## src/sv/gpct_ram.sv

```systemverilog
`default_nettype none
module gpct_ram #(
    parameter int WIDTH = 8,
    parameter int DEPTH = 16
) (
    input  wire logic                     aclk,
    input  wire logic                     we,
    input  wire logic [$clog2(DEPTH)-1:0] waddr,
    input  wire logic [WIDTH-1:0]         wdata,
    input  wire logic [$clog2(DEPTH)-1:0] raddr,
    output logic      [WIDTH-1:0]         rdata
);

    logic [WIDTH-1:0] mem [DEPTH];

    always_ff @(posedge aclk) begin
        if (we) begin
            mem[waddr] <= wdata;
        end
        rdata <= mem[raddr];
    end

endmodule
`default_nettype wire

```

## config.mk

```make
export PLATFORM = sky130hd
export DESIGN_NAME = gpct_ram
export DESIGN_NICKNAME = d
export VERILOG_FILES = /design/src/sv/gpct_ram.sv
export SDC_FILE = /design/constraint.sdc
export NUM_CORES = 1
export LEC_CHECK = 0
export BUFFER_PORTS_ARGS = -buffer_cell sky130_fd_sc_hd__buf_2
export CAP_MARGIN = 30
export CELL_PAD_IN_SITES_DETAIL_PLACEMENT = 0
export CELL_PAD_IN_SITES_GLOBAL_PLACEMENT = 1
export CORE_MARGIN = 2
export CORE_UTILIZATION = 50
export DETAILED_ROUTE_END_ITERATION = 8
export HOLD_SLACK_MARGIN = 0.02
export PLACE_DENSITY_LB_ADDON = 0.1
export SLEW_MARGIN = 20
export SYNTH_ARGS = -nofsm -noshare
export SYNTH_HDL_FRONTEND = slang
export SYNTH_SLANG_ARGS = --single-unit
export TNS_END_PERCENT = 1
```

## constraint.sdc

```tcl
create_clock -name aclk -period 2 [get_ports aclk]
set_input_delay 0.2 -clock aclk [delete_from_list [all_inputs] [get_ports aclk]]
set_output_delay 0.2 -clock aclk [all_outputs]
set_load 0.03 [all_outputs]
```

==> metrics.md <==
| Metric | Value |
|---|---|
| Via count of the first global-routing pass | ~2500 |
| Pin count of the biggest net entering global routing | 33 |
| Final-layout fill cell count | between 700 and 800 |
| Logic depth of the worst register-to-register path | 3 |
| Worst Hold Margin | between 0.08 and 0.09 ns |
| Worst Setup Slack, final | approximately 0.65 ns |
| CTS Hold Buffers Added | 0 |
| Total via count in the routed design | roughly 2400 |
| Die Area | ~0.011 sq mm |
| Unrepaired setup endpoints after global routing | false |
| Capturing instance or port of the critical path | rdata[4] |
| Global-route wire length before repair | 14600 microns |
| Netlist area before placement | 0.00515 sq mm |
| WL met2 | between 4000 and 5000 microns |
| Slew Viols, Final | 0 |
| Critical Path Slowest Stage Cell | mux4_1 |
| Per-cell routed wire length | between 20 and 25 microns |
| Worst Path Arrival | roughly 1.7 ns |
| Met3 WL | 377 microns |
| Initial antenna violation count | 0 |
| Dominant cells by area after synthesis | edfxtp_1 75%, mux4_2 7.9%, mux4_1 7.1% |
| DRC violation count after routing | 0 |
| Yosys cell types | 19 |
| Synth Instances | about 230 |
| Worst clock skew on the final layout | between 0.006 and 0.007 ns |
| Clock tree from TritonCTS | done |
| Leakage component of the power | 0.00207 uW |
| Row Count | 37 |
| Uppermost layer routed | met4 |
| Overflow left after global routing | 0 |
| Delay of the slowest cell on the worst path | approximately 0.5 ns |
| Area growth from synthesis to layout | 17.6% |
| Bufs on Longest Clock Path | 2 |
| Post-placement cell area | 0.00554 sq mm |
| Final setup violation count | 0 |
| Internal power component | between 5000 and 6000 uW |
| Final critical delay including setup and external delays | around 1.4 ns |
| DRT Pass-1 Iters | 4 |
| Post-route met1 wirelength | between 4000 and 5000 microns |
| Flip-flop and latch count after synthesis | ~140 |
| Starting DRC count in detailed routing | roughly 150 |
| Number of primary I/O pins | 26 |
| Post-synthesis cell type with the largest combined area | edfxtp_1 |
| Total power divided by cell area | about 1000 mW/mm^2 |
| Endpoint type of the worst setup path | flip-flop |
| Worst reg2reg startpoint | mem[10][4] |
| Net Switching | roughly 1200 uW |
| Clock power frac | around 43% |
| Routed Wire Length | 9350 microns |
| HP Class | in -> reg |
| Max cap viols | 0 |
| Summed area of non-filler cells in the final layout | 0.00605 sq mm |
| Antenna Cells | 0 |
| Global routing usage summed across all routing layers | around a fifth |
| Total core area | approximately 0.010 sq mm |
| Clock root buffer | clkbuf_8 |
| Chip Height | 105 microns |
| Average footprint of a synthesized cell | ~22 sq um |
| Slew HR | between 70 and 80% |
| Via-to-Cell Ratio | approximately 5.5 |
| Number of buffers added for setup after CTS | 0 |
| Die Span X | 105 microns |
| Sw frac | around a fifth |
| Final standard cell utilization of the core | around three fifths |
| Fin Setup TNS | 0 ns |
| Routability Congestion | ~0.75 |
| Setup slack of the most critical reg-to-reg path | 0.65 ns |
| Sort of element at the start of the critical path | flip-flop |
| Setup slack at placement | approximately 0.30 ns |
| CTS H-Tree Depth | 4 |
| ANT nets after route | 0 |
| Launching instance or port of the critical path | mem[10][4] |
| Number of hold-slack violations in the final timing report | 0 |
| Count of port buffers added during placement | 25 |
| Final period utilization | between 60% and 70% |
| Synthesized net count | 247 |
| Clock Latency Late Sink | ~0.5 ns |
| CTS clock-pin slew for the worst setup and hold paths | ~0.060 ns |
| Post-CTS resize count | 0 |
| Synth top area share | about three quarters |
| Proportion of layout cells with a drive suffix above 1 | between 30% and 40% |
| Logic gate share of total power | under 10% |
| Maximum fanout count along the critical path | 1 |
| Worst endpoint required time | between 2 and 2.5 ns |
| Detailed placement HPWL | 5910 microns |
| CP Class | reg -> reg |
| Worst reg2reg endpoint | rdata[4] |
| Total Nets Final | 302 |
| Least-Margin Pin Slew | 0.396 ns |
| TritonCTS buffer count | 17 |
| Portion of the post-synthesis area used by sequential elements | around 80% |
| Sinks on the clock net | about 140 |
| Max Freq | around 740 MHz |
| Share of total power in sequential cells | 51.4% |
| Initial Utilization | 50.8% |
| Status | finished, final reports clean |
| Sequence of cells on the critical path | mux4_1 -> a22oi_1 -> nand2_1 |
| Maximum vdd drop | between 0.0005 and 0.0006 V |
| Warning count from the yosys run | 0 |
[power groups by stage]
| stage | sequential (uW) | combinational, uW | clock, uW |
|---|---|---|---|
| 2_1_floorplan | 3300 | 162 | 0 |
| 3_3_place_gp | 3260 | 330 | 0 |
| 3_5_place_dp | 3260 | 334 | 0 |
| 4_1_cts | 3210 | 334 | 2750 |
| 5_1_grt | 3210 | 356 | 2890 |
| 6_report | 3210 | 328 | 2700 |
[area by class of cell]
type / instances / area (sq um) / area share, %
Sequential cell: 136 / 4000 / 66.1
Clock inverter: 5 / 50.0 / 0.827
Tap cell: 136 / 170 / 2.81
Clock buffer: 25 / 464 / 7.67
Timing Repair Buffer: 46 / 308 / 5.08
Multi-Input combinational cell: 83 / 1060 / 17.5
[cells by family (layout without fill, tap and decap cells)]
kind of cell / count (synthesis) / in the layout / share of synthesized area, %
buffers and inverters: 10 / 76 / 1.68
AO/OA/AOI/OAI: 16 / 16 / 2.33
multiplexers: 32 / 32 / 15.0
AND/OR/NAND/NOR: 35 / 35 / 3.18
flip-flops: 136 / 136 / 77.8
[flip-flops by register name, indices dropped and copies added (netlist names)]
| name | count |
|---|---|
| mem | 128 |
| rdata | 8 |
[metrics by stage]
step	cells	total power [uW]
floorplan	229	3460
finish	431	6230
detailed placement	401	3600
global route	431	6450
global placement	401	3590
CTS	431	6290
[metal layers]
| metal | global-route usage (%) | vias up |
|---|---|---|
| met4 | 6.19 | 0 |
| met3 | 4.51 | 9 |
| met2 | 29.2 | 51 |
| met1 | 26.2 | 1244 |
| met5 | 0 | - |
| li1 | - | 1080 |
[cells in the mapped netlist, drive strengths merged]
library cell,number
a22oi,16
and2,1
and2b,1
buf,7
clkdlybuf4s25,3
dfxtp,8
edfxtp,128
mux4,32
nand2,9
nand2b,2
nand3,1
nand3b,2
nor2,13
nor2b,1
nor3,4
or3b,1
[worst min path at each step]
stage | start | slack (ns) | to | depth (start not counted)
after detailed placement | wdata[1] | 0.60 | mem[2][1] | 1
after floorplan | wdata[0] | 0.30 | mem[0][0] | 0
final | wdata[1] | 0.09 | mem[15][1] | 1
after global placement | wdata[2] | 0.59 | mem[4][2] | 1
after CTS | wdata[1] | 0.07 | mem[6][1] | 1
after global routing | wdata[1] | 0.08 | mem[6][1] | 1
[worst max-delay path: cells and delay by family, from the launching register on]
kind / cells / cell delay (ns)
mux: 1 / 0.51
flops: 1 / 0.36
compound gates: 1 / 0.29
simple gates: 1 / 0.08
[cells in the final DEF (no fill, tap or decap)]
| cell | count |
|---|---|
| edfxtp_1 | 128 |
| mux4_2 | 18 |
| nand3_1 | 1 |
| nand3b_1 | 2 |
| and2b_1 | 1 |
| nor2b_1 | 1 |
| a22oi_1 | 16 |
| nor2_1 | 13 |
| nor3_1 | 4 |
| bufinv_16 | 1 |
| or3b_2 | 1 |
| mux4_1 | 14 |
| buf_12 | 2 |
| clkbuf_8 | 3 |
| nand2_1 | 9 |
| buf_2 | 25 |
| and2_1 | 1 |
| nand2b_1 | 2 |
| clkinv_2 | 4 |
| buf_4 | 19 |
| clkbuf_16 | 16 |
| dfxtp_1 | 8 |
| clkbuf_1 | 6 |
No activity file was read; power rests on OpenSTA's default activity.
