File: src/sv/gpct_pkg.sv
`default_nettype none
package gpct_pkg;

    localparam int TABLE_ENTRIES_DEF     = 4096;
    localparam int GROUP_OFFSET_BITS_DEF = 39;
    localparam int PAGES_PER_GROUP       = 4;
    localparam int PAGE_INDEX_W          = 41;
    localparam int CFG_INDEX_W           = 8;

    localparam logic [31:0] ID_AFTER_WRAP = 32'd1000000;

    localparam logic [31:0] EVAL_PERIOD_RST = 32'd250;
    localparam logic [31:0] THR_DISK_RST    = 32'd50;
    localparam logic [31:0] THR_SSD_RST     = 32'd1000;
    localparam logic [4:0]  PERIODS_RST     = 5'd2;

    localparam logic [CFG_INDEX_W-1:0] CFG_EVAL_PERIOD = 8'd0;
    localparam logic [CFG_INDEX_W-1:0] CFG_THR_DISK    = 8'd1;
    localparam logic [CFG_INDEX_W-1:0] CFG_THR_SSD     = 8'd2;
    localparam logic [CFG_INDEX_W-1:0] CFG_PERIODS     = 8'd3;

    typedef enum logic [1:0] {
        MODE_ADD     = 2'd0,
        MODE_REFAULT = 2'd1,
        MODE_EVAL    = 2'd2,
        MODE_RESTART = 2'd3
    } gpct_mode_t;

    localparam logic [1:0] KIND_NONE     = 2'd0;
    localparam logic [1:0] KIND_MERGED   = 2'd1;
    localparam logic [1:0] KIND_NEW      = 2'd2;
    localparam logic [1:0] KIND_REPLACED = 2'd3;

    // per-transaction commands to the statistics block
    typedef struct packed {
        logic add;
        logic found;
        logic ssd;
        logic eval;
        logic restart;
    } gpct_stat_cmd_t;

endpackage
`default_nettype wire

File: src/sv/gpct_stats.sv
`default_nettype none
module gpct_stats
    import gpct_pkg::*;
(
    input  wire logic                   aclk,
    input  wire logic                   aresetn,
    input  wire logic                   cfg_valid,
    input  wire logic [CFG_INDEX_W-1:0] cfg_index,
    input  wire logic [31:0]            cfg_data,
    input  wire gpct_stat_cmd_t         cmd,
    input  wire logic [31:0]            now_ms,
    input  wire logic                   over_half,
    output logic                        pressure
);

    logic [31:0] period_reg, thr_disk_reg, thr_ssd_reg;
    logic [4:0]  periods_reg;
    logic [31:0] added_disk_reg, found_disk_reg, added_ssd_reg, found_ssd_reg;
    logic [31:0] history_reg, start_reg;
    logic        pending_reg;

    logic [31:0] elapsed, history_next, need;
    logic        pend, thr_disk, thr_ssd;

    always_comb begin
        elapsed  = now_ms - start_reg;
        pend     = pending_reg | (elapsed >= period_reg);
        thr_disk = (added_disk_reg >= thr_disk_reg) && (found_disk_reg >= thr_disk_reg)
                   && (found_disk_reg >= (added_disk_reg >> 1));
        thr_ssd  = (added_ssd_reg >= thr_ssd_reg) && (found_ssd_reg >= thr_ssd_reg)
                   && (found_ssd_reg >= (added_ssd_reg >> 1));
        if (pend) begin
            history_next = history_reg << 1;
        end else if (thr_disk || thr_ssd) begin
            history_next = history_reg | 32'd1;
        end else begin
            history_next = history_reg;
        end
        need     = ~(32'hFFFF_FFFF << periods_reg);
        pressure = ((history_next & need) == need) && !over_half;
    end

    always_ff @(posedge aclk) begin
        if (!aresetn) begin
            period_reg     <= EVAL_PERIOD_RST;
            thr_disk_reg   <= THR_DISK_RST;
            thr_ssd_reg    <= THR_SSD_RST;
            periods_reg    <= PERIODS_RST;
            added_disk_reg <= '0;
            found_disk_reg <= '0;
            added_ssd_reg  <= '0;
            found_ssd_reg  <= '0;
            history_reg    <= '0;
            start_reg      <= '0;
            pending_reg    <= 1'b0;
        end else begin
            if (cfg_valid) begin
                unique case (cfg_index)
                    CFG_EVAL_PERIOD: period_reg   <= cfg_data;
                    CFG_THR_DISK:    thr_disk_reg <= cfg_data;
                    CFG_THR_SSD:     thr_ssd_reg  <= cfg_data;
                    CFG_PERIODS:     periods_reg  <= cfg_data[4:0];
                    default: ;
                endcase
            end
            if (cmd.add) begin
                if (cmd.ssd) begin
                    added_ssd_reg <= added_ssd_reg + 32'd1;
                end else begin
                    added_disk_reg <= added_disk_reg + 32'd1;
                end
            end
            if (cmd.found) begin
                if (cmd.ssd) begin
                    found_ssd_reg <= found_ssd_reg + 32'd1;
                end else begin
                    found_disk_reg <= found_disk_reg + 32'd1;
                end
            end
            if (cmd.restart) begin
                pending_reg <= 1'b1;
            end
            if (cmd.eval) begin
                history_reg <= history_next;
                if (pend) begin
                    added_disk_reg <= '0;
                    found_disk_reg <= '0;
                    added_ssd_reg  <= '0;
                    found_ssd_reg  <= '0;
                    start_reg      <= now_ms;
                    pending_reg    <= 1'b0;
                end
            end
        end
    end

endmodule
`default_nettype wire
File: config.mk
export PLATFORM = sky130hd
export DESIGN_NAME = gpct_stats
export DESIGN_NICKNAME = d
export VERILOG_FILES = /design/src/sv/gpct_pkg.sv /design/src/sv/gpct_stats.sv
export SDC_FILE = /design/constraint.sdc
export NUM_CORES = 1
export LEC_CHECK = 0
export BUFFER_PORTS_ARGS = -buffer_cell sky130_fd_sc_hd__buf_4
export CAP_MARGIN = 20
export CORE_AREA = 2 2 185 187
export CTS_CLUSTER_DIAMETER = 30
export CTS_CLUSTER_SIZE = 8
export DETAILED_ROUTE_END_ITERATION = 7
export DIE_AREA = 0 0 187 189
export GPL_TIMING_DRIVEN = 0
export HOLD_SLACK_MARGIN = 0.05
export PLACE_DENSITY_LB_ADDON = 0.3
export SLEW_MARGIN = 20
export SYNTH_ARGS = -nofsm -noshare
export SYNTH_HDL_FRONTEND = slang
export SYNTH_SLANG_ARGS = --single-unit
File: constraint.sdc
create_clock -name aclk -period 6.75 [get_ports aclk]
set_clock_uncertainty 0.2 [all_clocks]
set_input_delay 1.35 -clock aclk [delete_from_list [all_inputs] [get_ports aclk]]
set_output_delay 1.35 -clock aclk [all_outputs]
set_load 0.02 [all_outputs]
==> flow_metrics.tcl, run 1 <==
set metrics [dict create \
    status "complete, but fails checks" \
    violations "negative setup slack" \
    path_class "in -> out" \
    fin_tns_setup_ns -0.5451 \
    period_share_pct 108.1 \
    min_from "thr_disk_reg[15]" \
    grt.overflow.total 0 \
    yosysWarnings 0 \
    arrival_ns 5.75 \
    start_util_pct 56.70 \
    placed_cells 2884 \
    cts.clk_slew.worst_paths_ns 0.04 \
    reg2reg_from "start_reg[0]" \
    setup_violations 1 \
    num_vias 17193 \
    core_mm2 0.03328 \
    antenna_left 0 \
    grt_pass1_vias 17292 \
    yosys.area.top_type "dfxtp_1" \
    cts_made_buffers 70 \
    holdWs_ns 0.2578 \
    required_ns 5.20 \
    die_x_um 187 \
    syn_to_final_growth_pct 21.02 \
    power_density_mw_per_mm2 287.2 \
    cp-start-kind "input port" \
    p_sw_share_pct 27.33 \
    met3_usage_pct 5.579 \
    grtUsageTotal_pct 29.33 \
    totalWireLength_um 52250 \
    tightest_slew_ns 0.9310 \
    synthDominantCellAreaShare_pct 31.08 \
    postLayoutCellArea_mm2 0.02284 \
    finalWorstSetupSlack_ns -0.5451 \
    clkPwrFrac_pct 54.1 \
    period_minus_slack_ns 7.295 \
    rsz0062_at_grt "yes" \
    met2_usage_pct 50.93 \
    path_max_fanout 5 \
    drtPass1Iterations 6 \
    ys.flop_type "dfxtp_1" \
    cts.sinks 293 \
    finalNetCount 2859 \
    grt_max_degree 11 \
    drtIter0Drc 1102 \
    yosysSeqAreaShare_pct 31.08 \
    antenna_found_initial 0 \
    cts-root-buf "clkbuf_16" \
    place_ws_ns -0.9368 \
    drive_gt1_share_pct 11.27 \
    final_cells 3021 \
    finalPower_mw 6.559 \
    gp_congestion 0.9483 \
    intPower_mw 4.767 \
    clock_tree.buffer_depth 3 \
    p_switching_mw 1.793 \
    synth_cell_type_count 78 \
    io_buffers 80 \
    async_reset_ff_share_pct 0 \
    grt_pass1_wl_um 84570 \
    relSlewSlack_pct 36.33 \
    cp-startpoint "now_ms[0]" \
    seq_power_share_pct 27.7 \
    hp-class "reg -> reg" \
    netlist_instances 2356 \
    ys_top_cells_by_area "dfxtp_1 (31%), ha_1 (17%), nand2_1 (7.9%)" \
    drv_cap 0 \
    combPwrFrac_pct 18.2 \
    hold_viol 0 \
    r2r_slack_ns 0.91 \
    antennaDiodeCount 0 \
    ir_drop_uv 207.9 \
    synth_edf_count 0 \
    cts_tree "yes" \
    max_freq_mhz 137.1 \
    postSynthAreaPerCell_um2 8.010 \
    drc 0 \
    routed_via_density 5.691 \
    htreeDepth 3 \
    slew_viol_final 0 \
    wire_per_inst_um 17.29 \
    fp.dieH_um 189 \
    nFillCells 2648 \
    grt-busiest-layer "met2" \
    p_leak_nw 9.253 \
    dieArea_mm2 0.03534 \
    postLayoutCoreUtil_pct 68.62 \
    cp-end-kind "output pin" \
    grt_util_met1_pct 34.94 \
    dpl_cell_area_mm2 0.02005 \
    dp_hpwl_um 38860 \
    syn-num-nets 2695 \
    clk_latency_ns 0.58 \
    ios 82 \
    syn_area_mm2 0.01887 \
    synth-seq-cells 293 \
    rows 67 \
]
## Yosys cell counts, drive strengths merged (9+ instances only)
library cell / instances
nand2: 398
dfxtp: 293
ha: 257
nor2: 224
inv: 207
a21boi: 146
xnor2: 104
a21oi: 102
a21o: 67
nand4: 63
o21ai: 63
nand3: 58
clkbuf: 51
xor2: 47
buf: 30
nor3: 29
o211ai: 21
nor2b: 19
a211oi: 16
nor4: 12
o21a: 12
and3: 10
and4: 9
nand2b: 9
## final timing paths
check,cells past startpoint,end
setup reg to reg,22,added_ssd_reg[28]
hold reg to reg,2,thr_disk_reg[15]
setup / recovery,28,pressure
hold / removal,2,thr_disk_reg[15]
## power by group through the flow
stage / Sequential [mW] / Combinational [mW] / Clock (mW)
2_1_floorplan: 1.84 / 0.772 / 0
3_3_place_gp: 1.84 / 1.03 / 0
3_5_place_dp: 1.84 / 1.06 / 0
4_1_cts: 1.81 / 1.10 / 3.58
5_1_grt: 1.82 / 1.32 / 3.67
6_report: 1.81 / 1.19 / 3.55
## critical path, stage by stage
cell and delay [ns]:
buf_8 0.08, inv_4 0.03, ha_4 0.15, buf_4 0.12, buf_4 0.12, nor2b_1 0.21
o31ai_2 0.13, a211oi_2 0.27, nor2_2 0.10, o41ai_4 0.44, a21boi_2 0.13, o31ai_4 0.21
a21o_2 0.15, a21oi_1 0.07, xnor2_1 0.21, ha_1 0.29, a21oi_2 0.20, nor2b_4 0.06
o21ai_2 0.14, nand2_2 0.07, buf_4 0.13, a41o_1 0.21, o21a_4 0.15, buf_4 0.14
a211oi_1 0.15, nand2_1 0.09, a21oi_2 0.17, buf_6 0.14
## cells in the final DEF (no fill, tap or decap), types with 7 or more instances in the layout
| master | instances |
|---|---|
| clkbuf_1 | 57 |
| dfxtp_1 | 293 |
| o211ai_1 | 20 |
| nor2b_1 | 18 |
| xor2_1 | 47 |
| clkbuf_8 | 17 |
| buf_2 | 25 |
| a21o_1 | 65 |
| nand3_1 | 58 |
| o21ai_0 | 59 |
| clkinvlp_4 | 9 |
| o21bai_1 | 7 |
| nor2_1 | 223 |
| buf_4 | 91 |
| nor3_1 | 28 |
| mux2i_1 | 8 |
| and3_1 | 9 |
| clkbuf_16 | 72 |
| a2111oi_0 | 7 |
| o21a_1 | 11 |
| ha_4 | 9 |
| ha_1 | 248 |
| nand4_1 | 63 |
| nand2_1 | 395 |
| inv_1 | 205 |
| nand2b_1 | 9 |
| nor4_1 | 10 |
| a211oi_1 | 14 |
| xnor2_1 | 104 |
| a21boi_0 | 145 |
| a21oi_1 | 99 |
| bufinv_16 | 10 |
| and4_1 | 8 |
## logic make-up (layout without fill, tap and decap cells)
logic type      Yosys count  in the layout  share of synthesized area, %
flops                   293            293                         31.08
compound gates          495            495                         18.19
simple gates            860            860                         20.06
xor+xnor                151            151                         7.008
fa+ha+maj               259            259                         17.20
mux                      10             10                        0.5437
buf+inv                 288            505                         5.914
## area by class of cell
| type | instances | area (um2) | area share, % |
|---|---|---|---|
| clock inverter | 29 | 444.2 | 1.945 |
| sequential | 293 | 5866 | 25.68 |
| timing repair buffer | 92 | 701.9 | 3.074 |
| tap | 448 | 560.5 | 2.455 |
| multi-input combinational | 1775 | 12080 | 52.91 |
| buffer | 81 | 340.3 | 1.490 |
| clock buffer | 96 | 2062 | 9.029 |
| inverter | 207 | 779.5 | 3.413 |
## layer usage
| metal | part of all wire [%] | vias up |
|---|---|---|
| met5 | 0 | - |
| met4 | 4.3 | 0 |
| met3 | 6.1 | 142 |
| met2 | 47 | 514 |
| met1 | 42 | 8123 |
| li1 | - | 8414 |
## what timing repair did
action	4_1_cts	5_1_grt
gates resized for setup	16	28
hold buffers	0	0
buffers inserted	6	6
pin swaps	19	23
setup endpoints to repair	101	29
Power figures use the tool's default switching activity.
==> run 2: changes to the inputs <==
--- a/config.mk
+++ b/config.mk
@@ -7,11 +7,11 @@
 export LEC_CHECK = 0
 export BUFFER_PORTS_ARGS = -buffer_cell sky130_fd_sc_hd__buf_4
 export CAP_MARGIN = 20
-export CORE_AREA = 2 2 185 187
+export CORE_AREA = 2 2 221 223
 export CTS_CLUSTER_DIAMETER = 30
 export CTS_CLUSTER_SIZE = 8
 export DETAILED_ROUTE_END_ITERATION = 7
-export DIE_AREA = 0 0 187 189
+export DIE_AREA = 0 0 223 225
 export GPL_TIMING_DRIVEN = 0
 export HOLD_SLACK_MARGIN = 0.05
 export PLACE_DENSITY_LB_ADDON = 0.3
==> flow_metrics.tcl, run 2 (synthesis gave the netlist of run 1 again) <==
set metrics [dict create \
    arrival_ns 5.79 \
    cts.sinks 293 \
    grtUsageTotal_pct 21.14 \
    rows 80 \
    wire_per_inst_um 16.47 \
    start_util_pct 39.69 \
    drive_gt1_share_pct 11.40 \
    grt_pass1_wl_um 85080 \
    drc 0 \
    syn_to_final_growth_pct 22.34 \
    regArea_mm2 0.005866 \
    p_leak_nw 9.293 \
    die_x_um 223 \
    cp-end-kind "output pin" \
    dieArea_mm2 0.05018 \
    cts_made_buffers 74 \
    num_vias 16836 \
    violations "negative setup slack" \
    dp_hpwl_um 40660 \
    power_density_mw_per_mm2 287.2 \
    grt.overflow.total 0 \
    slew_viol_final 0 \
    hold_viol 0 \
    dpl_cell_area_mm2 0.02026 \
    grt_pass1_vias 16557 \
    grt_util_met1_pct 26.69 \
    met3_usage_pct 4.289 \
    drtPass1Iterations 6 \
    seq_power_share_pct 27.4 \
    cts-root-buf "clkbuf_16" \
    drv_cap 0 \
    combPwrFrac_pct 17.5 \
    cp-start-kind "input port" \
    tightest_slew_ns 0.8924 \
    relSlewSlack_pct 38.97 \
    path_class "in -> out" \
    met2_usage_pct 34.63 \
    clk_latency_ns 0.61 \
    rsz0062_at_grt "yes" \
    antennaDiodeCount 0 \
    clkPwrFrac_pct 55.2 \
    fp.dieH_um 225 \
    hp-class "reg -> reg" \
    htreeDepth 3 \
    cts.clk_slew.worst_paths_ns 0.04 \
    required_ns 5.20 \
    multiInputGateArea_mm2 0.01206 \
    period_minus_slack_ns 7.342 \
    cts_tree "yes" \
    antenna_left 0 \
    setup_violations 1 \
    drtIter0Drc 1059 \
    nFillCells 4526 \
    grt_max_degree 11 \
    totalWireLength_um 52610 \
    finalNetCount 2860 \
    p_switching_mw 1.848 \
    antenna_found_initial 0 \
    postLayoutCellArea_mm2 0.02309 \
    fin_tns_setup_ns -0.5924 \
    status "complete, but fails checks" \
    core_mm2 0.04755 \
    path_max_fanout 5 \
    p_sw_share_pct 27.87 \
    routed_via_density 5.271 \
    layout_commonest_cell "nand2_1" \
    io_buffers 80 \
    period_share_pct 108.8 \
    max_freq_mhz 136.2 \
    postLayoutCoreUtil_pct 48.56 \
    ios 82 \
    grt-busiest-layer "met2" \
    intPower_mw 4.783 \
    clock_tree.buffer_depth 3 \
    ir_drop_uv 201.3 \
    finalWorstSetupSlack_ns -0.5924 \
    layout_common_cells "nand2_1 (396), dfxtp_1 (293), ha_1 (248), nor2_1 (223), inv_1 (205)" \
    gp_congestion 0.9365 \
]
==> run 2: cell types whose count changed in the layout (fill, tap and decap cells not counted), moves of 2 or more <==
cell        before  now
clkbuf_8        17   15
clkinv_4         1    4
clkbuf_16       72   75
ha_4             9    7
clkinvlp_4       9    7
buf_4           91   89
ha_2             0    2
clkinv_2         5   12
==> run 2: what timing repair did <==
action / in CTS / in global routing
setup endpoints to repair: 101 / 101
gates resized for setup: 19 / 19
hold buffers: 0 / 0
pin swaps: 18 / 14
setup buffers: 5 / 4
==> run 2: power by group through the flow <==
stage	Clock [mW]	Sequential, mW	Combinational (mW)
floorplan	0	1.84	0.772
global placement	0	1.84	1.04
detailed placement	0	1.84	1.08
CTS	3.71	1.81	1.12
global route	3.80	1.82	1.30
finish	3.66	1.81	1.16
==> run 2: final timing paths <==
kind / from / end / slack, ns / cells past startpoint
max: now_ms[0] / pressure / -0.59 / 25
min: thr_ssd_reg[24] / thr_ssd_reg[24] / 0.26 / 2
max reg2reg: start_reg[0] / added_ssd_reg[2] / 0.82 / 22
min reg2reg: thr_ssd_reg[24] / thr_ssd_reg[24] / 0.26 / 2
==> run 2: area by class of cell <==
type	count	area share, %
buffer	81	1.474
clock buffer	97	9.138
clock inverter	37	2.114
inverter	207	3.377
multi-input combinational	1775	52.23
sequential	293	25.41
tap	615	3.333
timing repair buffer	89	2.927
==> run 2: layer usage <==
layer / wire (um) / part of all wire (%)
met1: 23820 / 45
met2: 23750 / 45
met5: 0 / 0
met3: 2881 / 5.5
met4: 2149 / 4.1
==> run 2: worst max-delay path, cell delays in order <==
cell and delay [ns]:
buf_8 0.10, inv_4 0.05, ha_4 0.12, inv_2 0.03
fa_2 0.36, a211oi_4 0.26, o21ai_2 0.10, a2111o_1 0.43
a31oi_4 0.25, o211ai_2 0.14, nand2_2 0.10, a41oi_2 0.10
a21o_1 0.19, a21oi_2 0.18, xnor2_2 0.10, ha_1 0.30
nor2b_1 0.14, o21ai_1 0.12, nand2_1 0.08, a211o_1 0.25
o21a_4 0.23, mux2_4 0.32, o31ai_4 0.23, a21oi_2 0.08
buf_4 0.16
==> run 2: metrics by stage <==
stage | power [mW] | std cells | setup slack (ns) | hold WS (ns)
5_1_grt | 6.914 | 3194 | -0.7990 | 0.2837
2_1_floorplan | 2.608 | 2356 | -0.1264 | 0.2389
4_1_cts | 6.636 | 3190 | -0.6447 | 0.2622
6_report | 6.631 | 3194 | -0.5924 | 0.2629
3_3_place_gp | 2.885 | 3051 | -0.9063 | 0.2509
3_5_place_dp | 2.919 | 3051 | -0.9196 | 0.2574
==> run 3: changes to the inputs <==
--- a/config.mk
+++ b/config.mk
@@ -6,14 +6,14 @@
 export NUM_CORES = 1
 export LEC_CHECK = 0
 export BUFFER_PORTS_ARGS = -buffer_cell sky130_fd_sc_hd__buf_4
-export CAP_MARGIN = 20
-export CORE_AREA = 2 2 221 223
+export CORE_AREA = 2 2 232 212
 export CTS_CLUSTER_DIAMETER = 30
 export CTS_CLUSTER_SIZE = 8
 export DETAILED_ROUTE_END_ITERATION = 7
-export DIE_AREA = 0 0 223 225
+export DIE_AREA = 0 0 234 214
 export GPL_TIMING_DRIVEN = 0
 export HOLD_SLACK_MARGIN = 0.05
+export MAX_ROUTING_LAYER = met4
 export PLACE_DENSITY_LB_ADDON = 0.3
 export SLEW_MARGIN = 20
 export SYNTH_ARGS = -nofsm -noshare
==> flow_metrics.tcl, run 3 (synthesis gave the netlist of run 1 again) <==
set metrics [dict create \
    die_x_um 234 \
    hold_viol 0 \
    drtIter0Drc 1097 \
    tightest_slew_ns 0.9601 \
    layout_common_cells "nand2_1 (396), dfxtp_1 (293), ha_1 (249), nor2_1 (223), inv_1 (205)" \
    max_freq_mhz 135.9 \
    drc 0 \
    met3_usage_pct 4.726 \
    period_minus_slack_ns 7.356 \
    clk_latency_ns 0.61 \
    postLayoutCellArea_mm2 0.02331 \
    gp_congestion 0.9635 \
    antenna_found_initial 3 \
    finalNetCount 2866 \
    core_mm2 0.04745 \
    cp-start-kind "input port" \
    power_density_mw_per_mm2 295.4 \
    grt_util_met1_pct 29.43 \
    dpl_cell_area_mm2 0.02027 \
    cts-root-buf "clkbuf_16" \
    critical-path-slowest-cell "a2111o_1" \
    rows 76 \
    setup_violations 1 \
    antenna_left 0 \
    layout_commonest_cell "nand2_1" \
    num_vias 17018 \
    io_buffers 80 \
    placed_cells 3060 \
    grtUsageTotal_pct 22.79 \
    arrival_ns 5.81 \
    p_leak_nw 9.399 \
    drtPass1Iterations 5 \
    wire_per_inst_um 17.17 \
    required_ns 5.20 \
    totalWireLength_um 55250 \
    drive_gt1_share_pct 11.89 \
    drv_cap 0 \
    fin_tns_setup_ns -0.6064 \
    met2_usage_pct 34.86 \
    status "complete, but fails checks" \
    finalPower_mw 6.886 \
    dieArea_mm2 0.05008 \
    nFillCells 4490 \
    syn_to_final_growth_pct 23.52 \
    rsz0062_at_grt "yes" \
    final_cells 3218 \
    path_class "in -> out" \
    finalWorstSetupSlack_ns -0.6064 \
    cts_tree "yes" \
    place_ws_ns -1.033 \
    clock_tree.buffer_depth 3 \
    cts.sinks 293 \
    grt.overflow.total 0 \
    holdWs_ns 0.2621 \
    htreeDepth 3 \
    cts_made_buffers 79 \
    postLayoutCoreUtil_pct 49.12 \
    slew_viol_final 0 \
    grt_pass1_wl_um 88450 \
    ir_drop_uv 185.8 \
    ios 82 \
    period_share_pct 109.0 \
    grt_max_degree 12 \
    violations "negative setup slack" \
    fp.dieH_um 214 \
    dp_hpwl_um 42060 \
    cts.clk_slew.worst_paths_ns 0.05 \
    relSlewSlack_pct 35.40 \
    hp-class "reg -> reg" \
    grt-busiest-layer "met2" \
    routed_via_density 5.288 \
    grt_pass1_vias 16780 \
    path_max_fanout 6 \
    cp-end-kind "output pin" \
    max_stage_delay_ns 0.43 \
    start_util_pct 39.77 \
]
==> run 3: cell count changes in the layout (fill, tap and decap cells not counted), moves of 2 or more <==
| cell | change |
|---|---|
| bufinv_16 | +2 |
| clkbuf_1 | +2 |
| clkbuf_16 | +5 |
| clkbuf_8 | -3 |
| clkinv_2 | +5 |
| diode_2 | +3 |
| ha_4 | -2 |
==> run 3: layout make-up <==
type / instances / area, um2 / area share [%]
inverter: 207 / 779.5 / 3.344
clock inverter: 44 / 581.8 / 2.496
multi-input combinational: 1775 / 12070 / 51.77
timing repair buffer: 90 / 686.9 / 2.947
antenna: 3 / 7.507 / 0.03221
tap: 624 / 780.7 / 3.349
sequential: 293 / 5866 / 25.16
clock buffer: 101 / 2201 / 9.442
buffer: 81 / 340.3 / 1.460
==> run 3: path summary, 6_finish.rpt <==
path         cells past startpoint  slack, ns                to             from
min                              2       0.26   thr_disk_reg[9]  thr_disk_reg[9]
max reg2reg                     25       1.02  added_ssd_reg[0]     start_reg[0]
min reg2reg                      2       0.26   thr_disk_reg[9]  thr_disk_reg[9]
max                             26      -0.61          pressure        now_ms[0]
==> run 3: critical path, delay by kind of cell <==
family,cells,cell delay (ns)
multiplexers,1,0.31
XOR/XNOR,1,0.14
buffers and inverters,5,0.45
AO/OA/AOI/OAI,13,2.43
adder cells (fa/ha/maj),3,0.78
AND/OR/NAND/NOR,3,0.33
==> run 3: repair_timing <==
action,CTS,global route
hold buffers,0,0
pin swaps,20,22
endpoints found under the setup margin,101,101
buffers inserted,6,4
resized for setup,22,22
==> run 3: power breakdown <==
part	internal, mW	switching (mW)
logic	0.470	0.716
registers	1.79	0.0280
clock network	2.71	1.17
total	4.97	1.92
==> run 3: layer usage <==
metal | share of wire, % | up-vias | wire length, um
met4 | 3.5 | 0 | 1936
met3 | 6.1 | 129 | 3386
met1 | 46 | 7999 | 25250
met5 | 0 | - | 0
li1 | - | 8465 | -
met2 | 45 | 425 | 24680
